[config.mk]
export PLATFORM = sky130hd
export DESIGN_NAME = slew_sensing_air_enhancer_unit
export DESIGN_NICKNAME = d
export VERILOG_FILES = /design/src/hdl/sseu_pkg.sv /design/src/hdl/sseu_div13.sv /design/src/hdl/sseu_ctrl.sv /design/src/hdl/sseu_dp.sv /design/src/hdl/slew_sensing_air_enhancer_unit.sv
export VERILOG_INCLUDE_DIRS = /design/src /design/src/hdl
export SDC_FILE = /design/constraint.sdc
export NUM_CORES = 2
export LEC_CHECK = 0
export BUFFER_PORTS_ARGS = -buffer_cell sky130_fd_sc_hd__buf_4
export CAP_MARGIN = 20
export CORE_MARGIN = 3
export CORE_UTILIZATION = 45
export CTS_CLUSTER_SIZE = 30
export DETAILED_ROUTE_END_ITERATION = 16
export PLACE_DENSITY_LB_ADDON = 0.1
export SETUP_SLACK_MARGIN = 0.15
export SLEW_MARGIN = 20
export SYNTH_ARGS = -nofsm -noshare
export SYNTH_HDL_FRONTEND = slang
export SYNTH_SLANG_ARGS = --single-unit
export TNS_END_PERCENT = 30
[constraint.sdc]
create_clock -name clk -period 20.5 [get_ports clk]
set_input_delay 3.075 -clock clk [delete_from_list [all_inputs] [get_ports clk]]
set_output_delay 3.075 -clock clk [all_outputs]
set_load 0.01 [all_outputs]
[src/hdl/slew_sensing_air_enhancer_unit_macros.svh]
// Assertion macros shared by the slew-sensing air enhancer modules.
// Each macro expects signals named clk and arst_n in the scope where it is used.
`ifndef SLEW_SENSING_AIR_ENHANCER_UNIT_MACROS_SVH
`define SLEW_SENSING_AIR_ENHANCER_UNIT_MACROS_SVH

// Same-cycle implication, checked out of reset.
`define SSEU_ASSERT_IMPL(label, ante, cons, msg) \
	label: assert property (@(posedge clk) disable iff (!arst_n) (ante) |-> (cons)) \
		else $error(msg);

// Next-cycle implication, checked out of reset.
`define SSEU_ASSERT_NEXT(label, ante, cons, msg) \
	label: assert property (@(posedge clk) disable iff (!arst_n) (ante) |=> (cons)) \
		else $error(msg);

`endif

[src/hdl/sseu_pkg.sv]
// Package for the slew-sensing air enhancer: widths, constants and the
// command and status types between the controller and the datapath. No dependencies.
`timescale 1ns / 1ps

package sseu_pkg;

	// Configuration register widths and reset values.
	localparam int unsigned CFG_IDX_W = 2;
	localparam int unsigned CFG_W     = 24;
	localparam int unsigned TGT_W     = 23;
	localparam int unsigned THR_W     = 24;
	localparam int unsigned INT_W     = 23;
	localparam int unsigned WET_W     = 17;
	localparam logic [THR_W-1:0] THRESH_RESET = 24'd8388608;
	localparam logic [WET_W-1:0] WET_ONE      = 17'd65536;

	// Shared multiplier operand and product widths.
	localparam int unsigned MUL_A_W = 34;
	localparam int unsigned MUL_B_W = 29;
	localparam int unsigned PROD_W  = 63;

	// Gain and sensing widths.
	localparam int unsigned GAIN_W  = 24;
	localparam int unsigned SENSE_W = 25;
	localparam int unsigned EXC_W   = 34;
	localparam int unsigned Q_W     = 28;
	localparam int unsigned R_W     = 33;
	localparam int unsigned RL_W    = 17;
	localparam logic [SENSE_W-1:0] SENSE_MAX = 25'd16777216;
	localparam logic signed [GAIN_W-1:0] GAIN_FLOOR = -24'sd1048576;

	// Rounding offsets for the two divisions by 1.3.
	localparam logic [26:0] Q_RND = 27'd27262976;
	localparam logic [26:0] R_RND = 27'd109051904;

	// Divide-by-13 digit unit: 12 quotient bits per step.
	localparam int unsigned DIV_W       = 36;
	localparam int unsigned DIG_W       = 12;
	localparam int unsigned REM_W       = 4;
	localparam int unsigned DIV_STEPS   = DIV_W / DIG_W;
	localparam int unsigned STEP_W      = $clog2(DIV_STEPS);
	localparam int unsigned DIVISOR     = 13;
	localparam int unsigned RECIP_SHIFT = 20;
	localparam logic [16:0] RECIP13     = 17'd80660;

	// Configuration register indexes.
	typedef enum logic [CFG_IDX_W-1:0] {
		REG_TARGET,
		REG_THRESH,
		REG_INTENS,
		REG_WET
	} cfg_reg_t;

	// Operand selection for the shared multiplier.
	typedef enum logic [2:0] {
		MS_P,
		MS_QQ,
		MS_RH,
		MS_RL,
		MS_G,
		MS_X
	} mul_sel_t;

	// Commands from the controller to the datapath.
	typedef struct packed {
		logic     load;
		logic     mul_en;
		mul_sel_t mul_sel;
		logic     div_load;
		logic     div_src_r;
		logic     div_step;
		logic     acc_en;
		logic     sense_en;
		logic     gain_en;
		logic     g_en;
		logic     commit;
	} sseu_cmd_t;

	// Status from the datapath to the controller.
	typedef struct packed {
		logic out_blocked;
	} sseu_sts_t;

endpackage

[src/hdl/sseu_div13.sv]
// Digit-serial divide-by-13 unit, 12 quotient bits per step.
// Depends on sseu_pkg.
`timescale 1ns / 1ps

module sseu_div13 (
	input  logic                       clk,
	input  logic                       load,
	input  logic                       step,
	input  logic [sseu_pkg::DIV_W-1:0] din,
	output logic [sseu_pkg::DIV_W-1:0] quo
);
	import sseu_pkg::*;

	localparam int unsigned V_W = REM_W + DIG_W;

	logic [REM_W-1:0] rem_q;
	logic [DIV_W-1:0] dvd_q;
	logic [DIV_W-1:0] quo_q;
	logic [V_W-1:0]   v;
	logic [V_W+16:0]  qm;
	logic [DIG_W-1:0] qd;
	logic [REM_W-1:0] rem_n;

	// One digit: partial remainder over 13 by a reciprocal multiply, then the new remainder.
	always_comb begin
		v     = {rem_q, dvd_q[DIV_W-1 -: DIG_W]};
		qm    = (V_W+17)'(v) * (V_W+17)'(RECIP13);
		qd    = qm[RECIP_SHIFT +: DIG_W];
		rem_n = REM_W'(v - V_W'(qd) * V_W'(DIVISOR));
	end

	// Dividend shifts out from the top while quotient digits shift in at the bottom.
	always_ff @(posedge clk) begin
		if (load) begin
			rem_q <= '0;
			dvd_q <= din;
			quo_q <= '0;
		end else if (step) begin
			rem_q <= rem_n;
			dvd_q <= dvd_q << DIG_W;
			quo_q <= {quo_q[DIV_W-DIG_W-1:0], qd};
		end
	end

	assign quo = quo_q;

endmodule

[src/hdl/sseu_ctrl.sv]
// Controller state machine for the slew-sensing air enhancer.
// Sequences the shared multiplier and divider; depends on sseu_pkg and the macro header.
`timescale 1ns / 1ps
`include "slew_sensing_air_enhancer_unit_macros.svh"

module sseu_ctrl (
	input  logic                clk,
	input  logic                arst_n,
	input  logic                in_valid,
	output logic                in_stall,
	output sseu_pkg::sseu_cmd_t cmd,
	input  sseu_pkg::sseu_sts_t sts
);
	import sseu_pkg::*;

	typedef enum logic [3:0] {
		S_IDLE,
		S_MUL_P,
		S_PREP_Q,
		S_DIV_Q,
		S_MUL_QQ,
		S_PREP_R,
		S_DIV_R,
		S_MUL_RH,
		S_MUL_RL,
		S_SENSE,
		S_GAIN,
		S_MUL_G,
		S_SCALE,
		S_MUL_X,
		S_OUT
	} state_t;

	state_t            state_q;
	logic [STEP_W-1:0] step_q;
	logic              last_step;

	assign last_step = (step_q == STEP_W'(DIV_STEPS - 1));
	assign in_stall  = (state_q != S_IDLE);

	// State register and divider step counter.
	always_ff @(posedge clk or negedge arst_n) begin
		if (!arst_n) begin
			state_q <= S_IDLE;
			step_q  <= '0;
		end else begin
			unique case (state_q)
				S_IDLE: begin
					if (in_valid) state_q <= S_MUL_P;
				end
				S_MUL_P:  state_q <= S_PREP_Q;
				S_PREP_Q: begin
					step_q  <= '0;
					state_q <= S_DIV_Q;
				end
				S_DIV_Q: begin
					step_q <= step_q + STEP_W'(1);
					if (last_step) state_q <= S_MUL_QQ;
				end
				S_MUL_QQ: state_q <= S_PREP_R;
				S_PREP_R: begin
					step_q  <= '0;
					state_q <= S_DIV_R;
				end
				S_DIV_R: begin
					step_q <= step_q + STEP_W'(1);
					if (last_step) state_q <= S_MUL_RH;
				end
				S_MUL_RH: state_q <= S_MUL_RL;
				S_MUL_RL: state_q <= S_SENSE;
				S_SENSE:  state_q <= S_GAIN;
				S_GAIN:   state_q <= S_MUL_G;
				S_MUL_G:  state_q <= S_SCALE;
				S_SCALE:  state_q <= S_MUL_X;
				S_MUL_X:  state_q <= S_OUT;
				S_OUT: begin
					if (!sts.out_blocked) state_q <= S_IDLE;
				end
				default:  state_q <= S_IDLE;
			endcase
		end
	end

	// Command decode for the datapath.
	always_comb begin
		cmd = '0;
		unique case (state_q)
			S_IDLE:   cmd.load = in_valid;
			S_MUL_P: begin
				cmd.mul_en  = 1'b1;
				cmd.mul_sel = MS_P;
			end
			S_PREP_Q: cmd.div_load = 1'b1;
			S_DIV_Q:  cmd.div_step = 1'b1;
			S_MUL_QQ: begin
				cmd.mul_en  = 1'b1;
				cmd.mul_sel = MS_QQ;
			end
			S_PREP_R: begin
				cmd.div_load  = 1'b1;
				cmd.div_src_r = 1'b1;
			end
			S_DIV_R:  cmd.div_step = 1'b1;
			S_MUL_RH: begin
				cmd.mul_en  = 1'b1;
				cmd.mul_sel = MS_RH;
			end
			S_MUL_RL: begin
				cmd.mul_en  = 1'b1;
				cmd.mul_sel = MS_RL;
				cmd.acc_en  = 1'b1;
			end
			S_SENSE:  cmd.sense_en = 1'b1;
			S_GAIN:   cmd.gain_en = 1'b1;
			S_MUL_G: begin
				cmd.mul_en  = 1'b1;
				cmd.mul_sel = MS_G;
			end
			S_SCALE:  cmd.g_en = 1'b1;
			S_MUL_X: begin
				cmd.mul_en  = 1'b1;
				cmd.mul_sel = MS_X;
			end
			S_OUT:    cmd.commit = !sts.out_blocked;
			default:  cmd = '0;
		endcase
	end

	// An accepted transaction holds off the input until its result is written.
	`SSEU_ASSERT_NEXT(a_accept_stalls, in_valid && !in_stall, in_stall, "input not stalled after accept")
	// A result is written only into a free output register.
	`SSEU_ASSERT_IMPL(a_commit_free, cmd.commit, !sts.out_blocked, "commit into blocked output")
	// Loading the divider is always followed by a digit step.
	`SSEU_ASSERT_NEXT(a_load_then_step, cmd.div_load, cmd.div_step, "divider load without step")
	// The step counter stays within the digit count while dividing.
	`SSEU_ASSERT_IMPL(a_step_range, cmd.div_step, step_q < STEP_W'(DIV_STEPS), "divider step overrun")

endmodule

[src/hdl/sseu_dp.sv]
// Datapath for the slew-sensing air enhancer: sample history, shared multiplier,
// gain state and output register. Depends on sseu_pkg, sseu_div13 and the macro header.
`timescale 1ns / 1ps
`include "slew_sensing_air_enhancer_unit_macros.svh"

module sseu_dp #(
	parameter int unsigned SAMPLE_BITS = 24
) (
	input  logic                                 clk,
	input  logic                                 arst_n,
	input  sseu_pkg::sseu_cmd_t                  cmd,
	output sseu_pkg::sseu_sts_t                  sts,
	input  logic signed [SAMPLE_BITS-1:0]        in_sample,
	input  logic                                 block_last,
	input  logic signed [sseu_pkg::TGT_W-1:0]    target_gain,
	input  logic        [sseu_pkg::THR_W-1:0]    slew_threshold,
	input  logic        [sseu_pkg::INT_W-1:0]    sense_intensity,
	input  logic        [sseu_pkg::WET_W-1:0]    wet_mix,
	output logic                                 out_valid,
	input  logic                                 out_stall,
	output logic signed [SAMPLE_BITS-1:0]        out_sample,
	output logic                                 out_block_last
);
	import sseu_pkg::*;

	localparam int unsigned UP_SHIFT  = (SAMPLE_BITS < 24) ? 24 - SAMPLE_BITS : 0;
	localparam int unsigned DN_SHIFT  = (SAMPLE_BITS > 24) ? SAMPLE_BITS - 24 : 0;
	localparam int unsigned CMP_SHIFT = 32 - SAMPLE_BITS;
	localparam int unsigned OUT_SHIFT = 53 - SAMPLE_BITS;
	localparam int unsigned XW        = SAMPLE_BITS + 24;
	localparam int unsigned YW        = SAMPLE_BITS + 4;
	localparam int unsigned DW        = SAMPLE_BITS + 1;
	localparam logic signed [PROD_W-1:0] G_RND = 63'sd32768;
	localparam logic signed [PROD_W-1:0] O_RND = {{(PROD_W-1){1'b0}}, 1'b1} << (OUT_SHIFT - 1);
	localparam logic signed [SAMPLE_BITS-1:0] S_MAX = {1'b0, {(SAMPLE_BITS-1){1'b1}}};
	localparam logic signed [SAMPLE_BITS-1:0] S_MIN = {1'b1, {(SAMPLE_BITS-1){1'b0}}};

	// Bring a sample to Q1.23: scale up when narrower, floor when wider.
	function automatic logic signed [23:0] to_q23(input logic signed [SAMPLE_BITS-1:0] v);
		logic signed [XW-1:0] w;
		w = XW'(v);
		w = (w <<< UP_SHIFT) >>> DN_SHIFT;
		return w[23:0];
	endfunction

	// Sample history and gain state.
	logic signed [SAMPLE_BITS-1:0] x_q;
	logic                          last_q;
	logic signed [SAMPLE_BITS-1:0] prev_one_q;
	logic signed [SAMPLE_BITS-1:0] prev_two_q;
	logic signed [GAIN_W-1:0]      smoothed_gain_q;

	// Working registers.
	logic signed [EXC_W-1:0]   excess_q;
	logic signed [PROD_W-1:0]  prod_q;
	logic        [55:0]        acc_q;
	logic        [SENSE_W-1:0] sense_q;
	logic signed [GAIN_W-1:0]  g_q;

	// Output register.
	logic                          out_valid_q;
	logic signed [SAMPLE_BITS-1:0] out_sample_q;
	logic                          out_block_last_q;

	// Combinational terms.
	logic signed [23:0]          xn, p1n, p2n;
	logic signed [24:0]          d1, d0;
	logic signed [25:0]          e;
	logic signed [MUL_A_W-1:0]   mul_a;
	logic signed [MUL_B_W-1:0]   mul_b;
	logic signed [PROD_W-1:0]    prod_d;
	logic        [WET_W-1:0]     wet_eff;
	logic        [PROD_W-1:0]    ap_full;
	logic        [49:0]          ap;
	logic        [53:0]          nq;
	logic        [59:0]          nr;
	logic        [DIV_W-1:0]     div_din;
	logic        [DIV_W-1:0]     div_quo;
	logic        [56:0]          sense_sum;
	logic        [32:0]          sense_raw;
	logic        [SENSE_W-1:0]   sense_d;
	logic signed [26:0]          gain_sum;
	logic signed [26:0]          gain_half;
	logic signed [GAIN_W-1:0]    gain_d;
	logic signed [PROD_W-1:0]    g_rnd;
	logic signed [PROD_W-1:0]    g_shift;
	logic signed [DW-1:0]        diff;
	logic signed [EXC_W-1:0]     c32, t32, excess_d;
	logic signed [PROD_W-1:0]    o_rnd;
	logic signed [PROD_W-1:0]    adj_full;
	logic signed [YW-1:0]        adj;
	logic signed [YW-1:0]        y;
	logic signed [SAMPLE_BITS-1:0] y_sat;

	// Second differences of the normalized samples.
	always_comb begin
		xn  = to_q23(x_q);
		p1n = to_q23(prev_one_q);
		p2n = to_q23(prev_two_q);
		d1  = 25'(xn) - 25'(p1n);
		d0  = 25'(p1n) - 25'(p2n);
		e   = 26'(d1) - 26'(d0);
	end

	// Wet fraction above one acts as one.
	assign wet_eff = (wet_mix > WET_ONE) ? WET_ONE : wet_mix;

	// Operand selection for the shared multiplier.
	always_comb begin
		mul_a = '0;
		mul_b = '0;
		case (cmd.mul_sel)
			MS_P: begin
				mul_a = MUL_A_W'(d1);
				mul_b = MUL_B_W'(e);
			end
			MS_QQ: begin
				mul_a = MUL_A_W'(div_quo[Q_W-1:0]);
				mul_b = MUL_B_W'(div_quo[Q_W-1:0]);
			end
			MS_RH: begin
				mul_a = MUL_A_W'(div_quo[R_W-1:RL_W]);
				mul_b = MUL_B_W'(sense_intensity);
			end
			MS_RL: begin
				mul_a = MUL_A_W'(div_quo[RL_W-1:0]);
				mul_b = MUL_B_W'(sense_intensity);
			end
			MS_G: begin
				mul_a = MUL_A_W'(smoothed_gain_q);
				mul_b = MUL_B_W'(wet_eff);
			end
			MS_X: begin
				mul_a = excess_q;
				mul_b = MUL_B_W'(g_q);
			end
			default: begin
				mul_a = '0;
				mul_b = '0;
			end
		endcase
	end

	assign prod_d = mul_a * mul_b;

	// Dividends for the two divisions by 1.3, pre-shifted so that only 13 remains.
	always_comb begin
		ap_full = prod_q[PROD_W-1] ? PROD_W'(-prod_q) : PROD_W'(prod_q);
		ap      = ap_full[49:0];
		nq      = (54'(ap) << 3) + (54'(ap) << 1) + 54'(Q_RND);
		nr      = (60'(prod_q[55:0]) << 3) + (60'(prod_q[55:0]) << 1) + 60'(R_RND);
		div_din = cmd.div_src_r ? nr[59:24] : DIV_W'(nq[53:22]);
	end

	sseu_div13 u_div13 (
		.clk  (clk),
		.load (cmd.div_load),
		.step (cmd.div_step),
		.din  (div_din),
		.quo  (div_quo)
	);

	// Sense from the two partial products, rounded and saturated at 16.0.
	always_comb begin
		sense_sum = 57'(acc_q) + 57'(prod_q[39:0]) + 57'(24'd8388608);
		sense_raw = sense_sum[56:24];
		sense_d   = (sense_raw > 33'(SENSE_MAX)) ? SENSE_MAX : sense_raw[SENSE_W-1:0];
	end

	// Gain moves halfway toward target minus sense and is floored at minus one.
	always_comb begin
		gain_sum  = 27'(smoothed_gain_q) + 27'(target_gain) - 27'(sense_q);
		gain_half = gain_sum >>> 1;
		if (gain_half < 27'(GAIN_FLOOR)) begin
			gain_d = GAIN_FLOOR;
		end else begin
			gain_d = gain_half[GAIN_W-1:0];
		end
	end

	// Wet-scaled gain, rounded half up.
	always_comb begin
		g_rnd   = prod_q + G_RND;
		g_shift = g_rnd >>> 16;
	end

	// Limiter excess of the new sample over the slew window, Q.32.
	always_comb begin
		diff = DW'(in_sample) - DW'(prev_one_q);
		c32  = EXC_W'(diff) <<< CMP_SHIFT;
		t32  = EXC_W'({slew_threshold, 9'b0});
		if (c32 > t32) begin
			excess_d = c32 - t32;
		end else if (c32 < -t32) begin
			excess_d = c32 + t32;
		end else begin
			excess_d = '0;
		end
	end

	// Final adjustment, rounding half up, then saturation.
	always_comb begin
		o_rnd    = prod_q + O_RND;
		adj_full = o_rnd >>> OUT_SHIFT;
		adj      = adj_full[YW-1:0];
		y        = YW'(x_q) + adj;
		if (y > YW'(S_MAX)) begin
			y_sat = S_MAX;
		end else if (y < YW'(S_MIN)) begin
			y_sat = S_MIN;
		end else begin
			y_sat = y[SAMPLE_BITS-1:0];
		end
	end

	// Working registers; payload only, no reset.
	always_ff @(posedge clk) begin
		if (cmd.load) begin
			x_q      <= in_sample;
			last_q   <= block_last;
			excess_q <= excess_d;
		end
		if (cmd.mul_en) begin
			prod_q <= prod_d;
		end
		if (cmd.acc_en) begin
			acc_q <= {prod_q[38:0], {RL_W{1'b0}}};
		end
		if (cmd.sense_en) begin
			sense_q <= sense_d;
		end
		if (cmd.g_en) begin
			g_q <= g_shift[GAIN_W-1:0];
		end
		if (cmd.commit) begin
			out_sample_q     <= y_sat;
			out_block_last_q <= last_q;
		end
	end

	// History and gain state, cleared by reset.
	always_ff @(posedge clk or negedge arst_n) begin
		if (!arst_n) begin
			prev_one_q      <= '0;
			prev_two_q      <= '0;
			smoothed_gain_q <= '0;
		end else begin
			if (cmd.gain_en) begin
				smoothed_gain_q <= gain_d;
			end
			if (cmd.commit) begin
				prev_two_q <= prev_one_q;
				prev_one_q <= x_q;
			end
		end
	end

	// Output valid: set on commit, cleared once the transaction is taken.
	always_ff @(posedge clk or negedge arst_n) begin
		if (!arst_n) begin
			out_valid_q <= 1'b0;
		end else if (cmd.commit) begin
			out_valid_q <= 1'b1;
		end else if (!out_stall) begin
			out_valid_q <= 1'b0;
		end
	end

	assign sts.out_blocked = out_valid_q && out_stall;
	assign out_valid       = out_valid_q;
	assign out_sample      = out_sample_q;
	assign out_block_last  = out_block_last_q;

	// The smoothed gain never falls below minus one.
	`SSEU_ASSERT_IMPL(a_gain_floor, 1'b1, smoothed_gain_q >= GAIN_FLOOR, "gain below floor")
	// A commit always presents a result in the next cycle.
	`SSEU_ASSERT_NEXT(a_commit_valid, cmd.commit, out_valid_q, "commit without valid result")
	// A result is dropped only after it was taken.
	`SSEU_ASSERT_IMPL(a_drop_taken, $fell(out_valid_q), $past(!out_stall), "result lost")

endmodule

[src/hdl/slew_sensing_air_enhancer_unit.sv]
// Top level of the slew-sensing air enhancer: configuration registers and
// the controller and datapath. Depends on sseu_pkg, sseu_ctrl and sseu_dp.
`timescale 1ns / 1ps

// Slew-sensing air enhancer. Each accepted sample gives exactly one result
// sample with its block marker. One sample is in work at a time: the result is
// written to the output register in the controller's last state, and the next
// input transaction can be taken in the cycle after that write, so a new sample
// is not accepted while the last one is still in work. The sample rate is set
// by the single shared 34x29 multiplier, used six times per sample, and by
// the divide-by-13 digit unit, which makes two passes of three 12-bit steps.
// A result waiting in the output register does not hold off the next input
// transaction, only its own commit. Configuration writes are always ready and
// take effect at once; write them only while no sample is in work.
module slew_sensing_air_enhancer_unit #(
	parameter int unsigned SAMPLE_BITS = 24
) (
	input  logic                                clk,
	input  logic                                arst_n,
	input  logic                                in_valid,
	output logic                                in_stall,
	input  logic signed [SAMPLE_BITS-1:0]       in_sample,
	input  logic                                block_last,
	output logic                                out_valid,
	input  logic                                out_stall,
	output logic signed [SAMPLE_BITS-1:0]       out_sample,
	output logic                                out_block_last,
	input  logic                                cfg_valid,
	output logic                                cfg_ready,
	input  logic [sseu_pkg::CFG_IDX_W-1:0]      cfg_index,
	input  logic [sseu_pkg::CFG_W-1:0]          cfg_data
);
	import sseu_pkg::*;

	logic signed [TGT_W-1:0] target_gain_q;
	logic        [THR_W-1:0] slew_threshold_q;
	logic        [INT_W-1:0] sense_intensity_q;
	logic        [WET_W-1:0] wet_mix_q;
	sseu_cmd_t               cmd;
	sseu_sts_t               sts;

	assign cfg_ready = 1'b1;

	// Configuration register file.
	always_ff @(posedge clk or negedge arst_n) begin
		if (!arst_n) begin
			target_gain_q     <= '0;
			slew_threshold_q  <= THRESH_RESET;
			sense_intensity_q <= '0;
			wet_mix_q         <= WET_ONE;
		end else if (cfg_valid && cfg_ready) begin
			unique case (cfg_reg_t'(cfg_index))
				REG_TARGET: target_gain_q     <= cfg_data[TGT_W-1:0];
				REG_THRESH: slew_threshold_q  <= cfg_data[THR_W-1:0];
				REG_INTENS: sense_intensity_q <= cfg_data[INT_W-1:0];
				REG_WET:    wet_mix_q         <= cfg_data[WET_W-1:0];
				default:    target_gain_q     <= target_gain_q;
			endcase
		end
	end

	sseu_ctrl u_ctrl (
		.clk      (clk),
		.arst_n   (arst_n),
		.in_valid (in_valid),
		.in_stall (in_stall),
		.cmd      (cmd),
		.sts      (sts)
	);

	sseu_dp #(
		.SAMPLE_BITS (SAMPLE_BITS)
	) u_dp (
		.clk             (clk),
		.arst_n          (arst_n),
		.cmd             (cmd),
		.sts             (sts),
		.in_sample       (in_sample),
		.block_last      (block_last),
		.target_gain     (target_gain_q),
		.slew_threshold  (slew_threshold_q),
		.sense_intensity (sense_intensity_q),
		.wet_mix         (wet_mix_q),
		.out_valid       (out_valid),
		.out_stall       (out_stall),
		.out_sample      (out_sample),
		.out_block_last  (out_block_last)
	);

endmodule
# After elaboration in Yosys (flattened, before gate mapping)
# Index checks and enable logic that the tools add are counted.
[op_classes] add_sub_neg=21 n_mul=3 magnitude_cmp=7 eq_ne=28 mux=29 reduce_logical=16
[ops] cell="$pmux 34 s6" count=1
[ops] cell="$pmux 29 s5" count=1
[ops] cell="$mux 36" count=3
[ops] cell="$sub 24x24->25" count=3
[ops] cell="$mux 34" count=2
[ops] cell="$mul 34x29->63" count=1
[ops] cell="$add 59x57->60" count=1
[ops] cell="$add 60x27->60 const B" count=1
[ops] cell="$pmux 4 s15" count=1
[ops] cell="$add 56x40->57" count=1
[ops] cell="$add 57x24->57 const B" count=1
[ops] cell="$add 57x30->57 const B" count=1
[ops] cell="$add 53x51->54" count=1
[ops] cell="$add 54x25->54 const B" count=1
[ops] cell="$mux 50" count=1
[ops] cell="$neg 50->50" count=1
[ops] cell="$mux 24" count=2
[ops] cell="$add 40x17->40 const B" count=1
[ops] cell="$add 33x34->34" count=1
[ops] cell="$gt 33x34->1" count=1
[ops] cell="$lt 33x34->1" count=1
[ops] cell="$neg 33->34" count=1
[ops] cell="$sub 33x34->34" count=1
[ops] cell="$gt 33x25->1 const B" count=1
[ops] cell="other kinds (38)" count=74
[totals] ff_bits=474 input_bits=56 out_inout_bits=28

# Logic depth before layout (Yosys ltp)
[logic_depth] ltp_word=6 depth_mapped=54 depth_no_buf=53

# Modules after synthesis
# Synthesis repeated with hierarchy kept, for this count alone.
[hier_totals] hier_cells=8270 hier_area_um2=76281.9
[modules_own_cells] module="sseu_dp" instances=1 cells_per_inst=7354 area_each_um2=65276.4
[modules_own_cells] module="sseu_div13" instances=1 cells_per_inst=658 area_each_um2=7198.2
[modules_own_cells] module="slew_sensing_air_enhancer_unit" instances=1 cells_per_inst=187 area_each_um2=3270.6
[modules_own_cells] module="sseu_ctrl" instances=1 cells_per_inst=71 area_each_um2=536.8

# Worst setup path before layout
# No wires, ideal clock.
[synth_timing] kind="reg-to-reg" start="reg u_dp.prev_one_q[0], in the netlist u_dp.p1n[0]" end="reg u_dp.prod_q[55] (data pin)" setup_time_ps=259 arrival_time_ps=12481 setup_slack_ps=7760 stages_incl_launch_ff=48 n_path_buf=2 cell_sequence="dfrtp_1 > ha_1 > fa_1 > nor2b_1 > o21a_1 > o21ai_0 > a21oi_1 > o21ai_0 > o221ai_1 > a21o_1 > a21oi_1 > xnor2_1 > fa_1 > ha_1 > a21oi_1 > nand3_1 > o211a_1 > o21ai_0 > [... 12 more ...] > fa_1 > fa_1 > fa_1 > inv_1 > fa_1 > inv_1 > ha_1 > and3_1 > a221o_1 > a211oi_1 > o22ai_1 > o221a_2 > a31oi_1 > o31ai_1 > or4_1 > a31o_2 > a21oi_1 > xnor2_1"
[synth_between] elab_chain_cells=4 elab_cells_between_ends=6
[synth_rtl] item="start: declaration" line="sseu_dp.sv:49" source="logic signed [SAMPLE_BITS-1:0] prev_one_q;"
[synth_rtl] item="start signal: assignment" line="sseu_dp.sv:253" source="prev_one_q <= x_q;"
[synth_rtl] item="$sub 24x24->25 (on tied branches)" line="sseu_dp.sv:100, sseu_dp.sv:101"
[synth_rtl] item="$sub 25x25->26" line="sseu_dp.sv:102" source="e = 26'(d1) - 26'(d0);"
[synth_rtl] item="$pmux 29 s5" line="sseu_dp.sv:112" source="case (cmd.mul_sel)"
[synth_rtl] item="$mul 34x29->63 *" line="sseu_dp.sv:144" source="assign prod_d = mul_a * mul_b;"
[synth_rtl] item="net u_dp.prod_d[55]" line="sseu_dp.sv:71" source="logic signed [PROD_W-1:0] prod_d;"
[synth_rtl] item="end signal: assignment" line="sseu_dp.sv:224" source="prod_q <= prod_d;"
[synth_rtl] item="end: declaration" line="sseu_dp.sv:55" source="logic signed [PROD_W-1:0] prod_q;"
# Mark *: on every way through the listed nets, which the timed path passes. The rest lies on a longest branch.
# A chain may end at the register's enable or synchronous reset.

# Worst setup path in the final report
# Ends and elaborated chain as after synthesis.

==> results.toml <==
[status]
outcome = "completed"

[sta]
slew_viol_final = 0
rsz0062_at_grt = "no"
period_needed_ns = 14.89
setup_violations = 0
setup_ws_ns = 5.61
maxSlewHeadroom_pct = 26.8
fin_crit_sh_pct = 72.6
hold_viol = 0
fmax_ghz = 0.0672
tightest_slew_ns = 1.10
tns_ns = 0
fin_skew_ns = 0.0449

[cts]
cts.sinks = 461
cts_root_buffer = "clkbuf_16"
cts_htree_levels = 2
ctsResizeCount = 0
clock_latency_ns = 0.67
cts_tree = "done"
path_clk_slew_ns = 0.06
cts-buffers-inserted = 58
ctsHoldBuffers = 0
post_cts.repair.setup_buffers = 0
clockBufferDepth = 3

[placed_design]
pre_cts_ws_ns = 5.73
gp_congestion = 0.929
place_hpwl_um = 191000
port_buffers = 82

[logic_synthesis]
synth_edf_count = 258
async_reset_ff_share_pct = 36.0
yosys_most_used_dff = "edfxtp_1"
synth_top_area_share_pct = 31.0
ys_seq_elements = 461
synth_area_leaders = "fa_1 (31%), ha_1 (13%), edfxtp_1 (11%), inv_1 (6.6%), nand2_1 (5.8%)"
syn_area_mm2 = 0.0737
synth_cells = 7889
ys_seq_area_share_pct = 17.1
yosys.cell_types.count = 89
yosys.area.top_type = "fa_1"
yosysMostFrequentCell = "inv_1"
synth_area_per_cell_um2 = 9.35
ys_warn_count = 0
synth_common_cells = "inv_1 (1293), fa_1 (1140), nand2_1 (1134)"
synth_nets = 9869

[critical_path]
worst_ep_required_time_ns = 20.90
critPathCaptureType = "flop"
cp_slowest_cell = "fa_1"
start_kind = "flop"
slowest_delay_ns = 0.54
cp_common_cell = "fa_1"
crit_type = "reg2reg"
path_max_fanout = 35
crit_arrival_ns = 15.29

[floorplanning]
dieArea_mm2 = 0.169
fp.dieH_um = 411
die_w_um = 411
start_util_pct = 45.6
core_mm2 = 0.162
ios = 84
fp-row-count = 147

[cells_and_area]
n_fill_cell = 15400
drive_gt1_share_pct = 6.27
area_delta_synth_final_pct = 7.20
nNetsFinal = 9841

[grt]
grt_pass1_wl_um = 369000
track_usage_pct = 28.9
grt-ovfl-total = 0
grt_max_degree = 64
grt_antenna_before_repair = 9
grt_pass1_vias = 58700

[drt]
vias = 56800
finalWirelength_um = 241000
drc = 0
wl_per_cell_um = 23.9
drt_iter0_markers = 4441
via_per_inst = 5.64
firstDrtPassIters = 10
ant_nets = 0

[job]
drv_cap = 0

[hold_path]
min_path_type = "reg2reg"
layout by cell type, fill, tap and decap left out, types with 45 or more instances in the layout:
| cell | instances |
|---|---|
| dfrtp_1 | 164 |
| and2_1 | 99 |
| nor2b_1 | 49 |
| nor2_1 | 406 |
| xnor2_1 | 296 |
| nor3_1 | 78 |
| o31ai_1 | 51 |
| a31oi_1 | 45 |
| inv_1 | 1293 |
| clkbuf_16 | 61 |
| nand2_1 | 1133 |
| nand3_1 | 99 |
| a21o_1 | 125 |
| fa_1 | 1140 |
| ha_1 | 784 |
| buf_4 | 207 |
| edfxtp_1 | 258 |
| and3_1 | 53 |
| mux2_2 | 112 |
| a21oi_1 | 314 |
| xor2_1 | 109 |
| nand2b_1 | 57 |
| o21ai_0 | 272 |
sequential cells by signal (all words and copies together), names as in the netlist:
register              count
sense_intensity_q        23
u_dp.prod_q              58
u_dp.x_q                 24
u_dp.p1n                 24
u_dp.last_q               1
u_dp.p2n                 24
u_dp.g_q                 24
u_dp.excess_q            26
u_dp.out_block_last       1
target_gain_q            23
u_ctrl.step_q             2
u_dp.acc_q               39
u_dp.out_valid            1
u_dp.out_sample          24
u_dp.u_div13.dvd_q       36
wet_mix_q                17
u_dp.smoothed_gain_q     24
u_dp.sense_q             25
u_ctrl.state_q            4
slew_threshold_q         24
u_dp.u_div13.rem_q        4
u_dp.u_div13.quo         33
final timing paths:
kind                             start              endpoint  slack (ns)  cells past startpoint
max                        u_dp.p1n[0]       u_dp.prod_q[55]        5.61                     49
max reg2reg                u_dp.p1n[0]       u_dp.prod_q[55]        5.61                     49
min reg2reg                u_dp.last_q   u_dp.out_block_last        0.42                      0
max in group asynchronous       arst_n  sense_intensity_q[7]       16.75                      2
min in group asynchronous       arst_n  slew_threshold_q[15]        2.42                      1
min                        u_dp.last_q   u_dp.out_block_last        0.42                      0
layout make-up:
class	instances	area, µm²	share of cell area, %
flip-flops and latches	461	12600	16.0
inverters	1294	4860	6.15
well taps	2160	2700	3.42
multi-input cells	5838	55300	70.0
clock inverters	29	303	0.383
diodes	2	5.00	0.00633
repair buffers	208	1570	1.98
clock buffers	80	1640	2.07
worst max-delay path, delay by kind of cell (launching register included):
| family | cells | cell delay (ns) |
|---|---|---|
| flops | 1 | 0.43 |
| compound gates | 21 | 5.21 |
| buf+inv | 6 | 0.80 |
| xor+xnor | 3 | 0.47 |
| simple gates | 6 | 1.70 |
| fa+ha+maj | 13 | 5.97 |
metrics by stage:
| stage | hold slack [ns] | area [µm²] | util, % | std cells |
|---|---|---|---|---|
| finish | 0.420 | 79000 | 48.9 | 10100 |
| global route | 0.441 | 79000 | 48.9 | 10100 |
| CTS | 0.422 | 79000 | 48.9 | 10100 |
| detailed placement | 0.408 | 77100 | 47.7 | 9961 |
| global placement | 0.405 | 77100 | 47.7 | 9961 |
| floorplan | 0.400 | 73700 | - | 7889 |
cells by family (layout without fill, tap and decap cells):
kind of cell    count (synthesis)  in the layout  share of synthesized area, %
xor+xnor                      405            405                          4.81
compound gates               1226           1226                          10.9
mux                           116            116                          1.76
simple gates                 2166           2166                          13.0
other cells                     1              3                       0.00509
fa+ha+maj                    1924           1924                          44.3
flops                         461            461                          17.1
buf+inv                      1590           1611                          8.10
per-layer routing:
layer  vias up  track usage (%)  wire (µm)
li1      25700                -          -
met1     29100             39.2     103000
met2      1684             48.0     114000
met3       364             3.93      14600
met4         2             9.55       9140
met5         -                0         12
Power is left out: the tool's default activity adds up to more than one toggle a clock period on the data nets, which glitch-free logic cannot reach.
